## src/rtl/core/circular_array_queue_defines.svh

```systemverilog
// Assertion macros for the circular array queue.
`ifndef CIRCULAR_ARRAY_QUEUE_DEFINES_SVH
`define CIRCULAR_ARRAY_QUEUE_DEFINES_SVH

`ifndef SYNTHESIS

// Check a condition at every clock edge outside reset.
`define CAQ_ASSERT_ALWAYS(lbl, clk, rst, cond) \
   lbl: assert property (@(posedge clk) disable iff (rst) (cond)) \
      else $error("queue assertion failed");

// Check that a trigger in one cycle is followed by a condition in the next.
`define CAQ_ASSERT_NEXT(lbl, clk, rst, trig, cond) \
   lbl: assert property (@(posedge clk) disable iff (rst) (trig) |=> (cond)) \
      else $error("queue assertion failed");

`else

`define CAQ_ASSERT_ALWAYS(lbl, clk, rst, cond)
`define CAQ_ASSERT_NEXT(lbl, clk, rst, trig, cond)

`endif

`endif

```

## src/rtl/core/caq_pkg.sv

```systemverilog
`default_nettype none

package caq_pkg;

   localparam int DEPTH        = 16;
   localparam int WORD_BITS    = 32;
   localparam int IDX_BITS     = $clog2(DEPTH);
   localparam int CNT_BITS     = $clog2(DEPTH + 1);
   localparam int CAP_BITS     = 5;
   localparam int CMD_BITS     = 3;
   localparam int STATUS_BITS  = 2;
   localparam int OCC_BITS     = 5;
   localparam int MIN_CAPACITY = 5;

   localparam logic [CAP_BITS-1:0] CAPACITY_RESET = CAP_BITS'(16);

   // Command codes
   localparam logic [CMD_BITS-1:0] CMD_ENQUEUE     = 3'd0;
   localparam logic [CMD_BITS-1:0] CMD_DEQUEUE     = 3'd1;
   localparam logic [CMD_BITS-1:0] CMD_PEEK        = 3'd2;
   localparam logic [CMD_BITS-1:0] CMD_FRONT_DEQ   = 3'd3;
   localparam logic [CMD_BITS-1:0] CMD_CLEAR       = 3'd4;

   // Status codes
   localparam logic [STATUS_BITS-1:0] STATUS_OK    = 2'd0;
   localparam logic [STATUS_BITS-1:0] STATUS_FULL  = 2'd1;
   localparam logic [STATUS_BITS-1:0] STATUS_EMPTY = 2'd2;

   typedef struct packed {
      logic [CMD_BITS-1:0]         command;
      logic signed [WORD_BITS-1:0] data_in;
   } req_type;

   typedef struct packed {
      logic signed [WORD_BITS-1:0] data_out;
      logic [STATUS_BITS-1:0]      status;
      logic                        is_empty;
      logic                        is_full;
      logic [OCC_BITS-1:0]         occupancy;
   } rsp_type;

   typedef struct packed {
      logic                        en;
      logic [IDX_BITS-1:0]         addr;
      logic signed [WORD_BITS-1:0] data;
   } ram_wr_type;

   // Clamp the capacity register into [MIN_CAPACITY, DEPTH].
   function automatic logic [CNT_BITS-1:0] eff_cap(input logic [CAP_BITS-1:0] c);
      logic [CNT_BITS-1:0] r;
      if (int'(c) < MIN_CAPACITY) begin
         r = CNT_BITS'(MIN_CAPACITY);
      end else if (int'(c) > DEPTH) begin
         r = CNT_BITS'(DEPTH);
      end else begin
         r = CNT_BITS'(c);
      end
      return r;
   endfunction

   // Step an index, wrapping to zero at the effective capacity.
   function automatic logic [IDX_BITS-1:0] advance(input logic [IDX_BITS-1:0] idx,
                                                   input logic [CNT_BITS-1:0] cap);
      logic [CNT_BITS-1:0] n;
      n = CNT_BITS'(idx) + CNT_BITS'(1);
      if (n >= cap) begin
         n = '0;
      end
      return IDX_BITS'(n);
   endfunction

endpackage

`default_nettype wire

```

## src/rtl/core/caq_ram.sv

```systemverilog
`default_nettype none

module caq_ram
   import caq_pkg::*;
(
   input  wire logic                        clock,
   input  wire ram_wr_type                  wr,
   input  wire logic                        rd_en,
   input  wire logic [IDX_BITS-1:0]         rd_addr,
   output      logic signed [WORD_BITS-1:0] rd_data
);

   logic signed [WORD_BITS-1:0] mem [DEPTH];
   logic signed [WORD_BITS-1:0] rd_data_ff;

   always_ff @(posedge clock) begin
      if (wr.en) begin
         mem[wr.addr] <= wr.data;
      end
   end

   // Hold read data until the next read.
   always_ff @(posedge clock) begin
      if (rd_en) begin
         rd_data_ff <= mem[rd_addr];
      end
   end

   assign rd_data = rd_data_ff;

endmodule

`default_nettype wire

```

## src/rtl/core/circular_array_queue.sv

```systemverilog
// Channel  | Ports                              | Moves
// ---------+------------------------------------+--------------------------------
// request  | req_valid, req_stall, req_item     | one command item in
// response | rsp_valid, rsp_stall, rsp_item     | one result item out per command
// config   | csr_wr_en, csr_wr_data             | capacity register write
//
// Cycles: one item per cycle while the result side keeps up; every command
// settles indices and count in its accept cycle while the store reads at head.
// Path: an accepted item passes the memory read and read stage, then the output
// register, where it raises rsp_valid.
// Reset: synchronous, active high; stored words are not cleared.
// Stalls: req_stall is high only while both stages hold items and rsp_stall is high, and in reset.
`default_nettype none

`include "circular_array_queue_defines.svh"

module circular_array_queue
   import caq_pkg::*;
(
   input  wire logic                clock,
   input  wire logic                reset,

   input  wire logic                req_valid,
   output      logic                req_stall,
   input  wire req_type             req_item,

   output      logic                rsp_valid,
   input  wire logic                rsp_stall,
   output      rsp_type             rsp_item,

   input  wire logic                csr_wr_en,
   input  wire logic [CAP_BITS-1:0] csr_wr_data
);

   // Queue control state
   logic [CAP_BITS-1:0] capacity_ff;
   logic [IDX_BITS-1:0] head_ff, head_in;
   logic [IDX_BITS-1:0] tail_ff, tail_in;
   logic [CNT_BITS-1:0] count_ff, count_in;

   // Read stage: item waiting for memory read data
   logic                s1_valid_ff, s1_valid_in;
   logic                s1_rd_ff, s1_rd_in;
   rsp_type             s1_rsp_ff, s1_rsp_in;

   // Output register
   logic                rsp_valid_ff, rsp_valid_in;
   rsp_type             rsp_item_ff, rsp_item_in;

   logic                accept;
   logic                s1_move;
   logic [CNT_BITS-1:0] cap;
   logic                full_now;
   logic                empty_now;
   logic                enq_ok;
   logic                deq_ok;
   ram_wr_type          ram_wr;
   logic signed [WORD_BITS-1:0] ram_rd_data;

   // Handshake: the read stage drains whenever the output register is free
   // or being taken; hold new items only while the read stage cannot drain.
   assign s1_move   = s1_valid_ff && (!rsp_valid_ff || !rsp_stall);
   assign req_stall = reset || (s1_valid_ff && !s1_move);
   assign accept    = req_valid && !req_stall;

   assign cap       = eff_cap(capacity_ff);
   assign full_now  = (count_ff >= cap);
   assign empty_now = (count_ff == '0);

   // Command decode and state update, all settled in the accept cycle.
   always_comb begin
      head_in   = head_ff;
      tail_in   = tail_ff;
      count_in  = count_ff;
      s1_rd_in  = 1'b0;
      s1_rsp_in = '0;
      ram_wr    = '0;
      enq_ok    = 1'b0;
      deq_ok    = 1'b0;

      if (accept) begin
         unique case (req_item.command)
            CMD_ENQUEUE: begin
               if (full_now) begin
                  s1_rsp_in.status = STATUS_FULL;
               end else begin
                  // Advance tail first, then store at the new tail.
                  enq_ok      = 1'b1;
                  tail_in     = advance(tail_ff, cap);
                  count_in    = count_ff + CNT_BITS'(1);
                  ram_wr.en   = 1'b1;
                  ram_wr.addr = tail_in;
                  ram_wr.data = req_item.data_in;
               end
            end
            CMD_DEQUEUE, CMD_FRONT_DEQ: begin
               if (empty_now) begin
                  s1_rsp_in.status = STATUS_EMPTY;
                  if (req_item.command == CMD_FRONT_DEQ) begin
                     s1_rsp_in.data_out = '1;
                  end
               end else begin
                  // Front word comes from the memory read issued this cycle.
                  deq_ok   = 1'b1;
                  s1_rd_in = (req_item.command == CMD_FRONT_DEQ);
                  head_in  = advance(head_ff, cap);
                  count_in = count_ff - CNT_BITS'(1);
               end
            end
            CMD_PEEK: begin
               if (empty_now) begin
                  s1_rsp_in.status   = STATUS_EMPTY;
                  s1_rsp_in.data_out = '1;
               end else begin
                  s1_rd_in = 1'b1;
               end
            end
            CMD_CLEAR: begin
               // Drop all words; slot contents stay as they are.
               head_in  = IDX_BITS'(1);
               tail_in  = '0;
               count_in = '0;
            end
            default: begin
            end
         endcase

         s1_rsp_in.is_empty  = (count_in == '0);
         s1_rsp_in.is_full   = (count_in >= cap);
         s1_rsp_in.occupancy = OCC_BITS'(count_in);
      end
   end

   // Word store: read at head on every accepted item.
   caq_ram u_ram (
      .clock   (clock),
      .wr      (ram_wr),
      .rd_en   (accept),
      .rd_addr (head_ff),
      .rd_data (ram_rd_data)
   );

   // Pipeline control
   always_comb begin
      s1_valid_in = s1_valid_ff;
      if (accept) begin
         s1_valid_in = 1'b1;
      end else if (s1_move) begin
         s1_valid_in = 1'b0;
      end

      rsp_valid_in = rsp_valid_ff && rsp_stall;
      rsp_item_in  = rsp_item_ff;
      if (s1_move) begin
         rsp_valid_in = 1'b1;
         rsp_item_in  = s1_rsp_ff;
         if (s1_rd_ff) begin
            rsp_item_in.data_out = ram_rd_data;
         end
      end
   end

   always_ff @(posedge clock) begin
      if (reset) begin
         capacity_ff  <= CAPACITY_RESET;
         head_ff      <= IDX_BITS'(1);
         tail_ff      <= '0;
         count_ff     <= '0;
         s1_valid_ff  <= 1'b0;
         rsp_valid_ff <= 1'b0;
      end else begin
         if (csr_wr_en) begin
            capacity_ff <= csr_wr_data;
         end
         head_ff      <= head_in;
         tail_ff      <= tail_in;
         count_ff     <= count_in;
         s1_valid_ff  <= s1_valid_in;
         rsp_valid_ff <= rsp_valid_in;
      end
   end

   // Payload registers: no reset needed.
   always_ff @(posedge clock) begin
      if (accept) begin
         s1_rd_ff  <= s1_rd_in;
         s1_rsp_ff <= s1_rsp_in;
      end
      rsp_item_ff <= rsp_item_in;
   end

   assign rsp_valid = rsp_valid_ff;
   assign rsp_item  = rsp_item_ff;

   // Count never leaves the storage range.
   `CAQ_ASSERT_ALWAYS(a_count_range, clock, reset, count_ff <= CNT_BITS'(DEPTH))
   // A stored word raises the count by exactly one.
   `CAQ_ASSERT_NEXT(a_enq_count, clock, reset, enq_ok, count_ff == $past(count_ff) + CNT_BITS'(1))
   // A removed word lowers the count by exactly one.
   `CAQ_ASSERT_NEXT(a_deq_count, clock, reset, deq_ok, count_ff == $past(count_ff) - CNT_BITS'(1))
   // An item in the read stage with a free output register reaches the output.
   `CAQ_ASSERT_NEXT(a_s1_drain, clock, reset, s1_valid_ff && !rsp_valid_ff, rsp_valid_ff)

endmodule

`default_nettype wire
```

## config.mk

```make
export PLATFORM = sky130hd
export DESIGN_NAME = circular_array_queue
export DESIGN_NICKNAME = d
export VERILOG_FILES = /design/src/rtl/core/caq_pkg.sv /design/src/rtl/core/caq_ram.sv /design/src/rtl/core/circular_array_queue.sv
export VERILOG_INCLUDE_DIRS = /design/src /design/src/rtl/core
export SDC_FILE = /design/constraint.sdc
export NUM_CORES = 1
export LEC_CHECK = 0
export ABC_AREA = 1
export BUFFER_PORTS_ARGS = -buffer_cell sky130_fd_sc_hd__buf_2
export CORE_AREA = 2 2 224 226
export CTS_CLUSTER_DIAMETER = 30
export DETAILED_ROUTE_END_ITERATION = 8
export DIE_AREA = 0 0 226 228
export HOLD_SLACK_MARGIN = 0.03
export PLACE_DENSITY = 0.72
export SYNTH_ARGS = -nofsm -noshare
export SYNTH_HDL_FRONTEND = slang
export SYNTH_HIERARCHICAL = 1
export SYNTH_SLANG_ARGS = --single-unit
export TNS_END_PERCENT = 100
```

## constraint.sdc

```tcl
create_clock -name clock -period 4.31 [get_ports clock]
set_input_delay 0.2155 -clock clock [delete_from_list [all_inputs] [get_ports clock]]
set_output_delay 0.2155 -clock clock [all_outputs]
set_load 0.02 [all_outputs]
```

==> results of run 1 <==
==> worst min path at each step <==
stage / from / end / cells after the start
3_3_place_gp: s1_rsp_ff[1] / rsp_item[1] / 0
3_5_place_dp: s1_rsp_ff[4] / rsp_item[4] / 0
4_1_cts: req_item[32] / s1_rsp_ff[8] / 3
2_1_floorplan: reset / capacity_ff[4] / 2
5_1_grt: req_item[32] / s1_rsp_ff[8] / 3
6_report: req_item[32] / s1_rsp_ff[8] / 3
==> power groups by stage <==
stage | Sequential [mW] | Clock (mW) | Combinational, mW
detailed placement | 6.71 | 0 | 0.573
finish | 6.60 | 9.18 | 0.605
floorplan | 6.73 | 0 | 0.405
CTS | 6.60 | 9.27 | 0.606
global route | 6.60 | 9.57 | 0.671
global placement | 6.71 | 0 | 0.561
==> layout make-up <==
cell class	count	share of cell area, %
multi-input combinational	1380	19.9
tap	672	2.57
inverter	466	5.40
clock buffer	126	8.86
sequential	616	56.0
clock inverter	83	3.40
timing repair buffer	165	3.86
==> layout by cell type (no fill, tap or decap), types with 7 or more instances in the layout <==
cell type / n
a21oi_1: 18
ha_1: 23
dlygate4sd3_1: 36
buf_12: 12
inv_6: 9
nor2_1: 25
clkinvlp_4: 22
bufinv_16: 24
dfxtp_1: 16
inv_1: 457
clkinv_2: 16
clkbuf_16: 114
clkinv_1: 10
buf_4: 30
o21ai_0: 11
buf_2: 87
nor2_4: 49
edfxtp_1: 596
nand2_1: 792
nand3_1: 413
clkbuf_1: 12
nand4_1: 7
==> sequential cells by signal, summed over array words and instances (netlist names) <==
name	cells
count_ff	5
s1_valid_ff	1
u_ram/mem	512
s1_rd_ff	1
s1_rsp_ff	10
u_ram/rd_data	32
tail_ff	4
rsp_item	41
rsp_valid	1
head_ff	4
capacity_ff	5
==> cell usage after synthesis <==
cell	number	area (sq um)
buf_2	41	205
nand2_1	792	2970
nand3_1	413	2070
inv_1	458	1720
nor3_1	5	25.0
buf_4	6	45.0
inv_6	1	8.76
inv_2	5	18.8
a21oi_2	1	8.76
buf_12	4	80.1
nor2_2	5	31.3
buf_6	30	338
nand3_2	2	20.0
o211ai_1	1	7.51
o31ai_1	1	7.51
o21ai_2	1	8.76
a31oi_1	1	6.26
a21oi_1	19	95.1
inv_4	2	12.5
xnor2_1	1	8.76
nor2_8	3	60.1
ha_1	23	288
edfxtp_1	596	17900
nor2_4	33	372
nor2_1	41	154
nand3_4	1	17.5
o21bai_1	2	15.0
buf_1	17	63.8
xor2_1	6	52.6
and3_1	1	6.26
nand4_1	7	43.8
o21ai_0	11	55.1
nand3b_1	3	22.5
o2111ai_1	1	8.76
nand2_2	6	37.5
dfxtp_1	20	400
clkbuf_1	19	71.3
==> cell families after synthesis <==
logic type      Yosys count  share of synthesized area (%)
flops                   616                           67.1
simple gates           1312                           21.4
buf+inv                 583                           9.40
fa+ha+maj                23                           1.06
compound gates           38                          0.781
xor+xnor                  7                          0.225
==> tightest hold or removal path, stage by stage <==
cell	delay, ns
buf_2	0.11
nor2_4	0.05
nor3_1	0.16
==> through the flow <==
| step | hold slack [ns] | utilization (%) | instance area, sq um | worst slack (ns) |
|---|---|---|---|---|
| after floorplan | 0.315 | - | 27300 | 0.319 |
| after CTS | 0.0318 | 66.3 | 32700 | 0.483 |
| after detailed placement | 0.406 | 57.4 | 28300 | 0.527 |
| after global routing | 0.0512 | 66.3 | 32700 | 0.168 |
| after global placement | 0.404 | 57.4 | 28300 | 0.643 |
| final | 0.0486 | 66.3 | 32700 | 0.473 |
==> layer usage <==
layer  track usage [%]  wire, um
met1              33.7     25900
met2              41.5     31300
met3              5.04      5090
met4              10.8      2410
met5                 0         0
==> repair_timing <==
item / in CTS / in global routing
hold endpoints to repair: 240 / 0
setup buffers: 0 / 0
gates resized for setup: 0 / 0
hold buffers: 36 / 0
==> impl_results.md, run 1 <==
- Status: finished, final reports clean
- Die Y: about 230 um
- CTS max path bufs: 3
- DRC: 0
- Sequential fraction of the synthesis area: about two thirds
- Final Hold Fails: 0
- Final nets: 2,810
- Crit path depth: 14
- R2R depth: 14
- RR Startpoint: capacity_ff[4]
- RR Endpoint: u_ram/mem[15][4]
- Num CTS Buffers: 113
- Part of the power in registers: between 40% and 50%
- Worst Hold Class: input port to register
- Drt first pass iters: 6
- FF+latch area: approximately 18,000 sq um
- Core outline area: roughly 49,000 sq um
- Worst skew pair latency: 0.64 ns
- Worst Setup Path Type: register to register
- Register bit count reported by yosys: roughly 620
- Syn. warnings: 6
- Area of the mapped netlist: 27,300 sq um
- Max Fanout on Critical Path: 25
- Wire per inst: approximately 18 um
- First-pass GRT wire length: 100 mm
- Clock power frac: between 50 and 60%
- # setup viols final: 0
- Final HPWL DP: between 30 and 40 mm
- Final Power: ~16 mW
- Grt ovf: 0
- Largest net degree at the start of global routing: approximately 220
- Max Freq: between 200 and 300 MHz
- Leak: about 14 nW
- Worst-Margin Slew: 1.14 ns
- Vias in the first global route: 18,300
- Die Wd: around 230 um
- P per Cell Area: about 500 nW/um^2
- Mean Syn Cell Area: between 10 and 15 sq um
- Syn-to-layout area delta: 20.0%
- Worst EP required: 4.62 ns
- Net switching power: about 3.4 mW
- Clock sinks: 616
- Max-slew headroom: 23.8%
- Non-Filler Instances: around 3,500
- Crit-path cells: inv_1 -> nand3_1 -> nand3_1 -> ha_1 -> nand2_1 -> nand2_1 -> a21oi_2 -> nand3_4 -> nor2_8 -> inv_6 -> nor3_1 -> nand3_1 -> nor2_4 -> buf_12
- Crit-path leading delay family: simple AND/OR/NAND/NOR gates
- Unrepaired setup endpoints after global routing: false
- Initial antenna violation count: 0
- Most frequent CP cell: nand3_1
- Worst Setup EP: u_ram/mem[15][4]
- Final Cycle Share: about nine tenths
- Vias post-DR: about 19,000
- Worst reg2reg setup slack: ~0.47 ns
- Cell with the largest stage delay on the worst path: nand3_1
- H-tree levels: 3
- Minimum clock period: 3.84 ns
- DP Cell Count: roughly 3,300
- Fin Setup TNS: 0 ns
- CTS tree: yes
- Internal: about 13 mW
- Comb pwr share: approximately 3.7%
- WP data arrival: ~4.1 ns
- CTS root buf: clkbuf_16
- Setup crit start kind: register
- CP Capture Type: register
- Drt via density: approximately 5.3
- Slowest Stage Delay on Critical Path: 0.43 ns
- Port bufs: 87
- Layout cells sized above 1: between 10% and 20%
- Synth Instances: roughly 2,600
- Final Wtd Congestion: 0.894
- # rows: slightly above 80
- Filler Cells Inserted: around 3,500
- MaxCap Viol Count: 0
- # diodes: 0
- DIE AREA: between 50,000 and 60,000 sq um
- DRT iter0 DRCs: 1,672
- Starting Density: about 55%
- Crit path buffers/inverters: 3
- Post-synth cell types: 37
- Clk slew on worst S/H paths: 0.05 ns
- Maximum vdd drop: 0.000436 V
- Layout Skew: between 0.02 and 0.025 ns
- Boundary pin count: between 80 and 90
- Sw Ratio: roughly a fifth
- Tot GR Track Use: approximately 26%
- Max-slew violations: 0
- Syn_nets: about 2,600
- Final WL: 64.8 mm
- Crit. Startpoint: capacity_ff[4]
- Routed Antenna Nets: 0
- Multi-input gate area: approximately 6500 sq um
(Power assumes the default switching activity.)
==> run 2, diff against run 1 <==
CELL_PAD_IN_SITES_DETAIL_PLACEMENT = 1   (was default)
CELL_PAD_IN_SITES_GLOBAL_PLACEMENT = 2   (was default)
CORE_AREA = 2 2 271 273   (was 2 2 224 226)
DIE_AREA = 0 0 273 275   (was 0 0 226 228)
PLACE_DENSITY = 0.73   (was 0.72)
==> run 2 against run 1 <==
Worst hold slack better by 0.030 ns. Count of clock-buffer cells in the layout is 40 higher. Non-clock buffer count is 30 higher. Via count is 2.0% higher. Register-to-register slack worse by 0.05 ns. Critical path type unchanged.
==> impl_results.md, run 2 (synthesized netlist as in run 1, its figures left out) <==
- # setup viols final: 0
- Drt first pass iters: 7
- Final HPWL DP: approximately 45 mm
- Fin Setup TNS: 0 ns
- DRT iter0 DRCs: roughly 1,200
- Grt ovf: 0
- Layout Skew: roughly 0.028 ns
- Final nets: between 2,000 and 3,000
- Final Power: 17.4 mW
- Die Wd: between 200 and 300 um
- Worst EP required: roughly 4.6 ns
- Initial antenna violation count: 0
- CTS tree: yes
- Worst-Margin Slew: 1.07 ns
- MaxCap Viol Count: 0
- Leak: between 10 and 15 nW
- WP data arrival: between 4 and 5 ns
- Setup crit start kind: register
- Layout cells sized above 1: between 10% and 20%
- First-pass GRT wire length: between 100 and 150 mm
- Crit-path cells: inv_1 -> o21ai_0 -> ha_1 -> nand2_1 -> nand2_1 -> a21oi_2 -> nand3_4 -> nor2_8 -> inv_6 -> nor3_1 -> nand3_1 -> nor2_4 -> buf_4
- Final Wtd Congestion: around 0.79
- Commonest non-fill, non-tap cell in the layout: nand2_1
- Vias in the first global route: ~20,000
- Max-slew headroom: approximately 28%
- Vias post-DR: between 15,000 and 20,000
- Core outline area: approximately 72,000 sq um
- Filler Cells Inserted: about 8,000
- P per Cell Area: between 500 and 600 nW/um^2
- Worst Hold Class: input port to register
- Clk slew on worst S/H paths: roughly 0.05 ns
- Num CTS Buffers: 140
- Max Freq: 257 MHz
- Syn-to-layout area delta: 24.1%
- Util after Layout: approximately 47%
- Crit path buffers/inverters: 3
- Final Hold Fails: 0
- Largest reg by FF count: u_ram/mem
- Maximum vdd drop: about 0.00028 V
- Worst reg2reg setup slack: about 0.42 ns
- Boundary pin count: 88
- Hold Buf Count CTS: 50
- Tot GR Track Use: a little over a fifth
- Status: finished, final reports clean
- Wire per inst: just over 20 um
- Unrepaired setup endpoints after global routing: false
- Post-Place Worst Slack: ~0.42 ns
- Worst Setup Path Type: register to register
- Final WL: ~79 mm
- Worst skew pair latency: approximately 0.70 ns
- Crit-path leading delay family: simple AND/OR/NAND/NOR gates
- Starting Density: 37.7%
- Post-CTS sizing: 0
- # rows: between 90 and 100
- Minimum clock period: around 3.9 ns
- Post-route setup slack: ~0.42 ns
- Max FFs per register: between 500 and 600
- Cell with the largest stage delay on the worst path: nor3_1
- DRC: 0
- Slowest Stage Delay on Critical Path: between 0.4 and 0.5 ns
- Routed Antenna Nets: 0
- Most frequent CP cell: nand2_1
- H-tree levels: 4
- Max-slew violations: 0
- Die Y: 275 um
- Clock sinks: a little over 600
- Port bufs: 87
- CP Capture Type: register
- Max Fanout on Critical Path: 21
- Final Cycle Share: about nine tenths
- DIE AREA: 75,100 sq um
- Largest net degree at the start of global routing: 107
- Most frequent cells in the layout: 791 x nand2_1, 596 x edfxtp_1, 456 x inv_1
- Drt via density: just under 5
- Post-CTS setup buffers: 0
- CTS max path bufs: 3
- CTS root buf: clkbuf_16
## run 2: cell count changes in the layout (fill, tap and decap cells not counted), moves of 13 or more
cell           before  now
dlygate4sd3_1      36   50
bufinv_16          24   10
buf_4              30   52
clkinvlp_4         22    5
clkinv_1           10   23
clkbuf_16         114  145
## run 2: through the flow
| step | cell area [sq um] | std cells | hold WS [ns] |
|---|---|---|---|
| CTS | 33800 | 3867 | 0.0302 |
| detailed placement | 28700 | 3566 | 0.406 |
| floorplan | 27300 | 2579 | 0.315 |
| finish | 33800 | 3868 | 0.0789 |
| global placement | 28700 | 3566 | 0.404 |
| global route | 33800 | 3867 | 0.0511 |
## run 2: worst register-to-register path, cell delays in order (launching register included)
cell and delay [ns]:
dfxtp_1 0.31, inv_1 0.24, o21ai_0 0.22, ha_1 0.33, nand2_1 0.08, nand2_1 0.08, a21oi_2 0.25, nand3_4 0.15
nor2_8 0.22, inv_6 0.18, nor3_1 0.42, nand3_1 0.42, nor2_4 0.20, buf_4 0.42
## run 2: final cells by class
cell class	instances	area, sq um	share of cell area [%]
Inverter	466	1760	5.22
Clock inverter	85	860	2.54
Multi-Input combinational cell	1380	6530	19.3
Clock buffer	166	3710	11.0
Antenna cell	1	2.50	0.00740
Tap cell	959	1200	3.55
Timing Repair Buffer	195	1450	4.28
Sequential cell	616	18300	54.1
## run 2: final timing paths
| path | startpoint | end | cells after the start |
|---|---|---|---|
| setup reg to reg | capacity_ff[4] | u_ram/mem[12][16] | 13 |
| hold reg to reg | s1_rsp_ff[4] | rsp_item[4] | 0 |
| setup / recovery | capacity_ff[4] | u_ram/mem[12][16] | 13 |
| hold / removal | req_item[30] | u_ram/mem[15][30] | 3 |
## run 2: where the power goes
part,leakage (nW),switching [mW],internal (mW),total (mW)
Clock,2.23,3.41,6.75,10.2
Combinational,6.62,0.447,0.203,0.650
Sequential,5.60,0.0259,6.58,6.61
## run 2: routing by layer
| metal | share of wire (%) | global-route usage, % | vias to the layer above | routed length, um |
|---|---|---|---|---|
| met5 | 0 | 0 | - | 0 |
| met1 | 43 | 26.6 | 9485 | 34100 |
| met3 | 4.3 | 4.14 | 155 | 3390 |
| li1 | - | - | 8855 | - |
| met4 | 3.0 | 8.28 | 0 | 2340 |
| met2 | 50 | 36.9 | 389 | 39200 |
